File: src/rtl/array_list_insert_remove_search_top_assert.svh
// Assertion macros for the array list block.
// Included by alis_seq, the RTL module that carries concurrent checks; depends on clk and rst_n.
`ifndef ARRAY_LIST_INSERT_REMOVE_SEARCH_TOP_ASSERT_SVH
`define ARRAY_LIST_INSERT_REMOVE_SEARCH_TOP_ASSERT_SVH
`ifndef SYNTH
`define ALIS_ASSERT(lbl, prop, msg) \
    lbl: assert property (@(posedge clk) disable iff (!rst_n) prop) else $error(msg);
`define ALIS_ASSERT_ALWAYS(lbl, prop, msg) \
    lbl: assert property (@(posedge clk) prop) else $error(msg);
`else
`define ALIS_ASSERT(lbl, prop, msg)
`define ALIS_ASSERT_ALWAYS(lbl, prop, msg)
`endif
`endif

File: src/rtl/alis_pkg.sv
// Package for the array list block: beat types, operation and status codes.
// No dependencies; used by every RTL module of the block.
package alis_pkg;

    localparam int CAPACITY_DEF = 16;
    localparam int KEY_W        = 32;
    localparam int POS_W        = 5;

    typedef enum logic [1:0] {
        KIND_INSERT = 2'd0,
        KIND_REMOVE = 2'd1,
        KIND_SEARCH = 2'd2
    } kind_e;

    typedef enum logic [1:0] {
        ST_OK     = 2'd0,
        ST_FULL   = 2'd1,
        ST_BADPOS = 2'd2
    } status_e;

    typedef struct packed {
        logic [1:0]              kind;
        logic signed [KEY_W-1:0] key;
        logic [POS_W-1:0]        position;
    } req_t;

    typedef struct packed {
        logic [1:0]              status;
        logic [POS_W-1:0]        found_position;
        logic signed [KEY_W-1:0] removed_key;
        logic [POS_W-1:0]        entry_count;
    } rsp_t;

endpackage

File: src/rtl/alis_mem.sv
// Key storage: one write port, one read port with registered read data.
// Depends on alis_pkg for the key width.
module alis_mem #(
    parameter int DEPTH = alis_pkg::CAPACITY_DEF,
    localparam int AW = (DEPTH > 1) ? $clog2(DEPTH) : 1
) (
    input  logic                             clk,
    input  logic                             we,
    input  logic [AW-1:0]                    waddr,
    input  logic signed [alis_pkg::KEY_W-1:0] wdata,
    input  logic [AW-1:0]                    raddr,
    output logic signed [alis_pkg::KEY_W-1:0] rdata
);

    logic signed [alis_pkg::KEY_W-1:0] ram [DEPTH];
    logic signed [alis_pkg::KEY_W-1:0] rdata_reg;

    always_ff @(posedge clk)
    begin
        if (we)
        begin
            ram[waddr] <= wdata;
        end
        rdata_reg <= ram[raddr];
    end

    assign rdata = rdata_reg;

endmodule

File: src/rtl/alis_seq.sv
// Sequencer for the array list: holds the count, walks the key memory one entry
// per cycle through a single read port and compare. Depends on alis_pkg.
`include "array_list_insert_remove_search_top_assert.svh"

module alis_seq #(
    parameter int CAPACITY = alis_pkg::CAPACITY_DEF,
    localparam int AW = (CAPACITY > 1) ? $clog2(CAPACITY) : 1,
    localparam int CW = $clog2(CAPACITY + 1)
) (
    input  logic                              clk,
    input  logic                              rst_n,
    input  logic                              req_valid,
    output logic                              req_ready,
    input  alis_pkg::req_t                    req,
    input  logic                              out_free,
    output logic                              done,
    output alis_pkg::rsp_t                    result,
    output logic                              mem_we,
    output logic [AW-1:0]                     mem_waddr,
    output logic signed [alis_pkg::KEY_W-1:0] mem_wdata,
    output logic [AW-1:0]                     mem_raddr,
    input  logic signed [alis_pkg::KEY_W-1:0] mem_rdata
);

    localparam int PW = (CW > alis_pkg::POS_W) ? CW : alis_pkg::POS_W;

    typedef enum logic [3:0] {
        S_IDLE = 4'b0001,
        S_SRCH = 4'b0010,
        S_REM  = 4'b0100,
        S_DONE = 4'b1000
    } state_t;

    state_t                            state_reg, state_next;
    logic [CW-1:0]                     count_reg, count_next;
    logic [CW-1:0]                     idx_reg, idx_next;
    logic                              pend_reg, pend_next;
    logic                              first_reg, first_next;
    logic signed [alis_pkg::KEY_W-1:0] key_reg, key_next;
    alis_pkg::rsp_t                    res_reg, res_next;

    logic          pos_ok;
    logic          hit;
    logic [CW-1:0] idx_m2;

    assign pos_ok = (req.position != '0) && (PW'(req.position) <= PW'(count_reg));
    assign hit    = (mem_rdata == key_reg);
    assign idx_m2 = idx_reg - CW'(2);

    assign req_ready = (state_reg == S_IDLE);

    always_comb
    begin
        result             = res_reg;
        result.entry_count = alis_pkg::POS_W'(count_reg);
    end

    always_comb
    begin
        state_next = state_reg;
        count_next = count_reg;
        idx_next   = idx_reg;
        pend_next  = pend_reg;
        first_next = first_reg;
        key_next   = key_reg;
        res_next   = res_reg;
        mem_we     = 1'b0;
        mem_waddr  = count_reg[AW-1:0];
        mem_wdata  = req.key;
        mem_raddr  = idx_reg[AW-1:0];
        done       = 1'b0;

        case (state_reg)
            S_IDLE:
            begin
                if (req_valid)
                begin
                    key_next   = req.key;
                    idx_next   = '0;
                    pend_next  = 1'b0;
                    first_next = 1'b1;
                    res_next.status         = alis_pkg::ST_OK;
                    res_next.found_position = '0;
                    res_next.removed_key    = '0;
                    res_next.entry_count    = '0;
                    state_next = S_DONE;
                    case (alis_pkg::kind_e'(req.kind))
                        alis_pkg::KIND_INSERT:
                        begin
                            if (count_reg >= CW'(CAPACITY))
                            begin
                                res_next.status = alis_pkg::ST_FULL;
                            end
                            else
                            begin
                                mem_we     = 1'b1;
                                count_next = count_reg + CW'(1);
                            end
                        end
                        alis_pkg::KIND_REMOVE:
                        begin
                            if (pos_ok)
                            begin
                                idx_next   = CW'(PW'(req.position) - PW'(1));
                                state_next = S_REM;
                            end
                            else
                            begin
                                res_next.status = alis_pkg::ST_BADPOS;
                            end
                        end
                        alis_pkg::KIND_SEARCH:
                        begin
                            if (count_reg != '0)
                            begin
                                state_next = S_SRCH;
                            end
                        end
                        default:
                        begin
                            state_next = S_DONE;
                        end
                    endcase
                end
            end
            S_SRCH:
            begin
                if (pend_reg && hit)
                begin
                    res_next.found_position = alis_pkg::POS_W'(idx_reg);
                    state_next = S_DONE;
                end
                else if (idx_reg == count_reg)
                begin
                    state_next = S_DONE;
                end
                else
                begin
                    idx_next  = idx_reg + CW'(1);
                    pend_next = 1'b1;
                end
            end
            S_REM:
            begin
                if (pend_reg)
                begin
                    if (first_reg)
                    begin
                        res_next.removed_key = mem_rdata;
                        first_next = 1'b0;
                    end
                    else
                    begin
                        mem_we    = 1'b1;
                        mem_waddr = idx_m2[AW-1:0];
                        mem_wdata = mem_rdata;
                    end
                end
                if (pend_reg && (idx_reg == count_reg))
                begin
                    count_next = count_reg - CW'(1);
                    state_next = S_DONE;
                end
                else
                begin
                    idx_next  = idx_reg + CW'(1);
                    pend_next = 1'b1;
                end
            end
            S_DONE:
            begin
                if (out_free)
                begin
                    done       = 1'b1;
                    state_next = S_IDLE;
                end
            end
            default:
            begin
                state_next = S_IDLE;
            end
        endcase
    end

    always_ff @(posedge clk or negedge rst_n)
    begin
        if (!rst_n)
        begin
            state_reg <= S_IDLE;
            count_reg <= '0;
            idx_reg   <= '0;
            pend_reg  <= 1'b0;
            first_reg <= 1'b0;
        end
        else
        begin
            state_reg <= state_next;
            count_reg <= count_next;
            idx_reg   <= idx_next;
            pend_reg  <= pend_next;
            first_reg <= first_next;
        end
    end

    always_ff @(posedge clk)
    begin
        key_reg <= key_next;
        res_reg <= res_next;
    end

    `ALIS_ASSERT(a_count_bound, (count_reg <= CW'(CAPACITY)), "count above capacity")
    `ALIS_ASSERT(a_srch_idx, (state_reg == S_SRCH) |-> (idx_reg <= count_reg), "search index past count")
    `ALIS_ASSERT(a_rem_dec, ((state_reg == S_REM) && (state_next == S_DONE)) |=> (count_reg == ($past(count_reg) - CW'(1))), "remove did not drop count by one")
    `ALIS_ASSERT(a_ins_inc, (req_valid && req_ready && (req.kind == alis_pkg::KIND_INSERT) && (count_reg < CW'(CAPACITY))) |=> (count_reg == ($past(count_reg) + CW'(1))), "insert did not raise count by one")

endmodule

File: src/rtl/array_list_insert_remove_search_top.sv
// Bounded list of signed 32-bit keys: insert at tail, remove by 1-based position with
// compaction, search for first match. Takes one request at a time. Insert, failed requests
// and the unused kind go straight to the done state and enter the output register once it
// is free; search and remove first run a scan loop that reads one key memory entry per
// cycle. The response register lets a new request enter while the last response waits.
// Depends on alis_pkg, alis_seq and alis_mem.
module array_list_insert_remove_search_top #(
    parameter int CAPACITY = alis_pkg::CAPACITY_DEF
) (
    input  logic           clk,
    input  logic           rst_n,
    input  logic           req_valid,
    output logic           req_ready,
    input  alis_pkg::req_t req,
    output logic           rsp_valid,
    input  logic           rsp_ready,
    output alis_pkg::rsp_t rsp
);

    localparam int AW = (CAPACITY > 1) ? $clog2(CAPACITY) : 1;

    logic                              rsp_valid_reg;
    alis_pkg::rsp_t                    rsp_reg;
    logic                              out_free;
    logic                              done;
    alis_pkg::rsp_t                    result;
    logic                              mem_we;
    logic [AW-1:0]                     mem_waddr;
    logic signed [alis_pkg::KEY_W-1:0] mem_wdata;
    logic [AW-1:0]                     mem_raddr;
    logic signed [alis_pkg::KEY_W-1:0] mem_rdata;

    assign out_free = !rsp_valid_reg || rsp_ready;

    alis_seq #(
        .CAPACITY (CAPACITY)
    ) u_seq (
        .clk       (clk),
        .rst_n     (rst_n),
        .req_valid (req_valid),
        .req_ready (req_ready),
        .req       (req),
        .out_free  (out_free),
        .done      (done),
        .result    (result),
        .mem_we    (mem_we),
        .mem_waddr (mem_waddr),
        .mem_wdata (mem_wdata),
        .mem_raddr (mem_raddr),
        .mem_rdata (mem_rdata)
    );

    alis_mem #(
        .DEPTH (CAPACITY)
    ) u_mem (
        .clk   (clk),
        .we    (mem_we),
        .waddr (mem_waddr),
        .wdata (mem_wdata),
        .raddr (mem_raddr),
        .rdata (mem_rdata)
    );

    always_ff @(posedge clk or negedge rst_n)
    begin
        if (!rst_n)
        begin
            rsp_valid_reg <= 1'b0;
        end
        else if (done)
        begin
            rsp_valid_reg <= 1'b1;
        end
        else if (rsp_ready)
        begin
            rsp_valid_reg <= 1'b0;
        end
    end

    always_ff @(posedge clk)
    begin
        if (done)
        begin
            rsp_reg <= result;
        end
    end

    assign rsp_valid = rsp_valid_reg;
    assign rsp       = rsp_reg;

endmodule

File: config.mk
export PLATFORM = sky130hd
export DESIGN_NAME = array_list_insert_remove_search_top
export DESIGN_NICKNAME = d
export VERILOG_FILES = /design/src/rtl/alis_pkg.sv /design/src/rtl/alis_mem.sv /design/src/rtl/alis_seq.sv /design/src/rtl/array_list_insert_remove_search_top.sv
export VERILOG_INCLUDE_DIRS = /design/src /design/src/rtl
export SDC_FILE = /design/constraint.sdc
export NUM_CORES = 1
export LEC_CHECK = 0
export ABC_AREA = 1
export BUFFER_PORTS_ARGS = -buffer_cell sky130_fd_sc_hd__buf_2
export CORE_MARGIN = 4
export CORE_UTILIZATION = 66
export CTS_CLUSTER_SIZE = 10
export DETAILED_ROUTE_END_ITERATION = 10
export PLACE_DENSITY = 0.84
export SYNTH_ARGS = -nofsm -noshare
export SYNTH_HDL_FRONTEND = slang
export SYNTH_SLANG_ARGS = --single-unit
File: constraint.sdc
create_clock -name clk -period 15 [get_ports clk]
set_input_delay 3 -clock clk [delete_from_list [all_inputs] [get_ports clk]]
set_output_delay 3 -clock clk [all_outputs]
set_load 0.1 [all_outputs]
==> results of run 1 <==
[worst register-to-register path, stage by stage (launching register included)]
cell	delay [ns]
dfrtp_1	0.41
nor2_1	0.15
nand3_2	0.68
inv_2	0.41
nand2_2	0.10
or2_2	0.28
buf_4	0.36
o21ai_2	0.46
nand3_2	0.32
nor2_4	0.90
[where the power goes]
part / switching, uW / internal (uW)
combinational: 1050 / 284
clock: 685 / 966
sequential: 89.1 / 2270
total: 1820 / 3520
[final cells by class]
class / instances / share of cell area
well taps: 525 / 0.0221
flip-flops and latches: 676 / 0.670
multi-input cells: 1171 / 0.198
clock buffers: 122 / 0.0720
inverters: 105 / 0.0134
clock inverters: 2 / 0.000421
repair buffers: 122 / 0.0238
[worst max path at each step]
stage | start | end | slack, ns | cells after the start
3_5_place_dp | req_valid | u_mem.ram[4][28] | 8.90 | 7
3_3_place_gp | req_valid | u_mem.ram[5][30] | 8.97 | 7
2_1_floorplan | req_valid | u_mem.ram[0][0] | 7.95 | 6
6_report | req_valid | u_mem.ram[6][31] | 9.49 | 7
5_1_grt | req_valid | u_mem.ram[6][12] | 9.30 | 7
4_1_cts | req_valid | u_mem.ram[5][28] | 9.51 | 7
[cell families after synthesis]
kind of cell             after synthesis  share of synthesized area
AO/OA/AOI/OAI                        468                      0.101
flip-flops                           676                      0.752
buffers and inverters                219                     0.0327
XOR/XNOR                              15                    0.00496
adder cells (fa/ha/maj)               17                    0.00832
AND/OR/NAND/NOR                      671                      0.101
[through the flow]
stage / cell area [sq um] / total power, uW
3_3_place_gp: 27600 / 3590
6_report: 29700 / 5340
5_1_grt: 29700 / 5510
4_1_cts: 29700 / 5290
3_5_place_dp: 27600 / 3650
2_1_floorplan: 26500 / 3210
[cell usage in the layout, fill, tap and decap left out, drive strengths merged]
cell type,count
edfxtp,627
nor2,345
o21ai,309
nand2,240
buf,122
clkbuf,122
inv,105
o22ai,84
nand3,73
o221ai,46
dfxtp,32
o211ai,18
ha,16
dfrtp,16
a21oi,10
xor2,9
xnor2,6
or2,4
nand4,4
nor3,3
clkinv,2
nor4,1
a211oi,1
nand3b,1
fa,1
dfstp,1
[per-layer routing]
layer	up-vias	part of all wire	wire length, microns	global-route usage
met3	244	0.14	9480	0.0769
li1	7637	-	-	-
met1	8508	0.34	23500	0.423
met2	1572	0.47	32500	0.494
met4	2	0.055	3780	0.149
met5	-	0.00022	15	0
==> impl_metrics.yaml, run 1 <==
run_status:
  status: "finished clean"
setup_path:
  cp-end-kind: "register"
  worst_r2r_endpoint: "u_mem.ram[6][31]"
  crit_chain: "buf_2 -> inv_1 -> nor2_4 -> nand3_1 -> nand2_4 -> nand3_2 -> nor2_4"
  cpPeakStageDelay_ns: 0.90
  crit_type: "primary input to register"
  cp.required_ns: 15.19
  reg2reg_depth: 9
  crit_family: "simple AND/OR/NAND/NOR gates"
  crit_fanout: 36
  path_buf_inv: 2
  ff2ff_setup_slack_ns: 10.53
  cp-start-kind: "primary input"
  crit_arrival_ns: 5.70
  crit_top_cell: "nor2_4"
  crit_path_top_delay_cell: "nor2_4"
  rr_startpoint: "u_seq.state_reg[1]"
logic_synthesis:
  synth_ff_type: "edfxtp_1"
  synthArstFlopShare: 0.0251
  yosysTopAreaCell: "edfxtp_1"
  syn-mean-instance-area_sq_um: 12.8
  synth-seq-cells: 676
  syn_area_sq_mm: 0.0265
  synth_seq_area_share: 0.752
  yosys.area.top_type_share: 0.711
  synthCells: 2066
  synth.most_common_cell: "edfxtp_1"
  synth_cell_types: 37
  synth-edff-count: 627
  syn_nets: 2126
  synthTopCellsByArea: "edfxtp_1 (71%), o21ai_0 (5.2%), nor2_1 (4.9%)"
  synth_commonest_cells: "edfxtp_1 (627), nor2_1 (344), o21ai_0 (274), nand2_1 (238), inv_1 (101)"
  yosys_warnings: 0
sta:
  min_period_ns: 5.51
  setup_viol: 0
  tightest_slew_ns: 1.26
  rsz0062_at_grt: "no"
  relSlewSlack: 0.152
  whs_ns: 0.415
  finalSetupTns_ns: 0
  finalClockSkew_ns: 0.0285
  fin_crit_sh: 0.367
  maxSlewViolCount: 0
  hold_violations: 0
  fin_ws_ns: 9.49
  fmaxAchievable_mhz: 181
die:
  fp.dieH_microns: 208
  die_x_microns: 208
  ios: 89
  core_area_sq_mm: 0.0397
  start_util: 0.666
  rows: 73
  dieArea_sq_mm: 0.0434
grt:
  grtUsageTotal: 0.315
  grt_overflow_total: 0
  grt_pass1_vias: 17542
  grt_max_degree: 260
  antenna_found_initial: 2
  grt_pass1_wl_microns: 104000
routing:
  drt_wl_total_microns: 69200
  drc: 0
  routed_via_density: 6.60
  dr.pass1.iters: 6
  drtIter0Drc: 3081
  drtAntennaViolNets: 0
  via_count: 17963
  wl_per_cell_microns: 25.4
final_layout:
  finalNonFillerCells: 2723
  fillers: 2140
  layout-drive-gt1-share: 0.116
  area_growth_pct: 12.2
  multi_input_area_sq_mm: 0.00590
  layout.nets: 2213
  utilization: 0.748
  seq_area_sq_mm: 0.0199
  largest_register_ffs: 512
  antenna_cells: 0
clock_network:
  cts_tree: "built"
  post_cts.repair.setup_buffers: 0
  h-tree-depth: 3
  clock-sinks: 676
  clkTransAtPathRegs_ns: 0.05
  clkLatencyLatePin_ns: 0.60
  cts_hold_buf: 0
  cts_inserted_buffers: 77
  ctsResizeCount: 0
  clock_path_buffers: 3
  cts-root-buf: "clkbuf_16"
worst_hold_path:
  whs_endpoint: "rsp[33]"
  hold_class: "register to register"
  whs_path_depth: 0
  hp-start: "u_seq.result[33]"
placed_design:
  dp_slack_ns: 8.90
  port_buffers: 88
  place.gp.congestion: 0.850
  dpl.hpwl_microns: 40400
  place_inst: 2599
pwr:
  vdd_drop_max_mv: 0.144
  power_density_mw_per_mm2: 180
  leakagePower_uw: 0.0105
flow_run:
  max_cap_viol_count: 0
(Power assumes the default switching activity.)
==> inputs of run 2 (changes only) <==
--- a/config.mk
+++ b/config.mk
@@ -9,10 +9,10 @@
 export ABC_AREA = 1
 export BUFFER_PORTS_ARGS = -buffer_cell sky130_fd_sc_hd__buf_2
 export CORE_MARGIN = 4
-export CORE_UTILIZATION = 66
+export CORE_UTILIZATION = 56
 export CTS_CLUSTER_SIZE = 10
 export DETAILED_ROUTE_END_ITERATION = 10
-export PLACE_DENSITY = 0.84
+export PLACE_DENSITY = 0.76
 export SYNTH_ARGS = -nofsm -noshare
 export SYNTH_HDL_FRONTEND = slang
 export SYNTH_SLANG_ARGS = --single-unit
==> constraint.sdc (replaced) <==
create_clock -name clk -period 4.9 [get_ports clk]
set_input_delay 0.98 -clock clk [delete_from_list [all_inputs] [get_ports clk]]
set_output_delay 0.98 -clock clk [all_outputs]
set_load 0.1 [all_outputs]
==> run 2 against run 1 <==
  * Die area up 17%
  * Count of clock-buffer cells in the layout is 10 higher
  * Routed wire length down 2.4%
  * Via count is 2.3% lower
  * Final cell count is 3.7% higher
  * Combinational power increased to 2.7 times the previous value
  * Critical endpoint is now u_mem.ram[0][31]
==> impl_metrics.yaml, run 2 (synthesized netlist as in run 1, its figures left out) <==
grt:
  grt_max_degree: 168
  grt_pass1_wl_microns: 102000
  grtUsageTotal: 0.263
  grt_pass1_vias: 17300
  antenna_found_initial: 0
  grt_overflow_total: 0
sta:
  min_period_ns: 3.39
  setup_viol: 0
  finalSetupTns_ns: 0
  fmaxAchievable_mhz: 295
  maxSlewViolCount: 0
  fin_crit_sh: 0.692
  whs_ns: 0.301
  rsz0062_at_grt: "no"
  finalClockSkew_ns: 0.0244
  relSlewSlack: 0.120
  tightest_slew_ns: 1.31
  hold_violations: 0
worst_hold_path:
  hold_class: "primary input to async pin"
setup_path:
  crit_path_top_delay_cell: "nor2_4"
  crit_type: "register to register"
  ff2ff_setup_slack_ns: 1.51
  cp-end-kind: "register"
  worst_r2r_endpoint: "u_mem.ram[0][31]"
  path_buf_inv: 3
  rr_startpoint: "u_seq.state_reg[1]"
  crit_fanout: 30
  crit_top_cell: "buf_4"
  crit_family: "simple AND/OR/NAND/NOR gates"
  reg2reg_depth: 10
  cp.required_ns: 5.19
  crit_chain: "nor2_1 -> nand3_2 -> inv_2 -> nand2_2 -> or2_2 -> buf_4 -> o21ai_2 -> nand2_1 -> nor2_4 -> buf_4"
  cpPeakStageDelay_ns: 0.74
  cp-start-kind: "register"
  crit_arrival_ns: 3.69
pwr:
  vdd_drop_max_mv: 0.353
  leakagePower_uw: 0.0106
  power_uw: 16200
  power_density_mw_per_mm2: 539
die:
  core_area_sq_mm: 0.0467
  fp.dieH_microns: 225
  die_x_microns: 225
  ios: 89
  start_util: 0.567
  rows: 79
  dieArea_sq_mm: 0.0508
routing:
  drc: 0
  drt_wl_total_microns: 67500
  dr.pass1.iters: 8
  routed_via_density: 6.21
  wl_per_cell_microns: 23.9
  via_count: 17554
  drtAntennaViolNets: 0
  drtIter0Drc: 2741
final_layout:
  layout.nets: 2221
  mostFrequentLayoutCell: "edfxtp_1"
  antenna_cells: 0
  layout-drive-gt1-share: 0.117
  area_growth_pct: 13.4
  final_area_sq_mm: 0.0300
  largest_register_ffs: 512
  final_cell_mix: "edfxtp_1 (627), nor2_1 (325), o21ai_0 (274)"
  fillers: 3241
run_status:
  status: "finished clean"
placed_design:
  place.gp.congestion: 0.857
  dpl-instance-area_sq_mm: 0.0277
  port_buffers: 88
  dpl.hpwl_microns: 37900
clock_network:
  clkLatencyLatePin_ns: 0.61
  cts_hold_buf: 0
  cts_tree: "built"
  h-tree-depth: 3
  clock_path_buffers: 3
  clkTransAtPathRegs_ns: 0.06
  clock-sinks: 676
  post_cts.repair.setup_buffers: 0
  cts-root-buf: "clkbuf_16"
  cts_inserted_buffers: 78
  ctsResizeCount: 0
flow_run:
  max_cap_viol_count: 0
## run 2: cell count changes in the layout (fill, tap and decap cells not counted), moves of 2 or more
cell | previous run | this run
o21ai_1 | 24 | 31
clkbuf_16 | 79 | 81
clkinv_8 | 0 | 2
buf_4 | 33 | 36
o21ai_0 | 272 | 274
o21ai_2 | 13 | 4
buf_12 | 1 | 5
clkbuf_1 | 43 | 50
## run 2: final cells by class
type | count | area (sq um) | share of cell area
clock inverters | 5 | 55.1 | 0.00183
inverters | 105 | 399 | 0.0133
multi-input cells | 1171 | 5860 | 0.195
repair buffers | 129 | 811 | 0.0270
flip-flops and latches | 676 | 19900 | 0.663
clock buffers | 132 | 2230 | 0.0742
well taps | 607 | 759 | 0.0253
## run 2: worst max path at each step
| stage | startpoint | end | depth (start not counted) |
|---|---|---|---|
| after floorplan | req_valid | u_mem.ram[0][0] | 6 |
| after global routing | u_seq.state_reg[1] | u_mem.ram[0][27] | 10 |
| after global placement | u_seq.state_reg[1] | u_mem.ram[0][18] | 10 |
| after CTS | u_seq.state_reg[1] | u_mem.ram[0][31] | 10 |
| final | u_seq.state_reg[1] | u_mem.ram[0][31] | 10 |
| after detailed placement | u_seq.state_reg[1] | u_mem.ram[0][29] | 10 |
## run 2: through the flow
| stage | instances | util | worst slack [ns] |
|---|---|---|---|
| finish | 2825 | 0.643 | 1.51 |
| global route | 2825 | 0.643 | 1.34 |
| CTS | 2825 | 0.643 | 1.51 |
| floorplan | 2066 | - | 0.521 |
| detailed placement | 2688 | 0.594 | 1.54 |
| global placement | 2688 | 0.594 | 1.63 |
## run 2: per-layer routing
metal  up-vias  track usage  share of wire
met5         -            0              0
met4         0        0.103          0.033
met3       160       0.0472           0.11
met2      1200        0.416           0.48
met1      8531        0.371           0.38
li1       7663            -              -
## run 2: report_power, final
group          total (uW)  switching (uW)  internal (uW)
Clock                5240            2160           3080
Combinational        3630            2760            872
Sequential           7300             364           6940
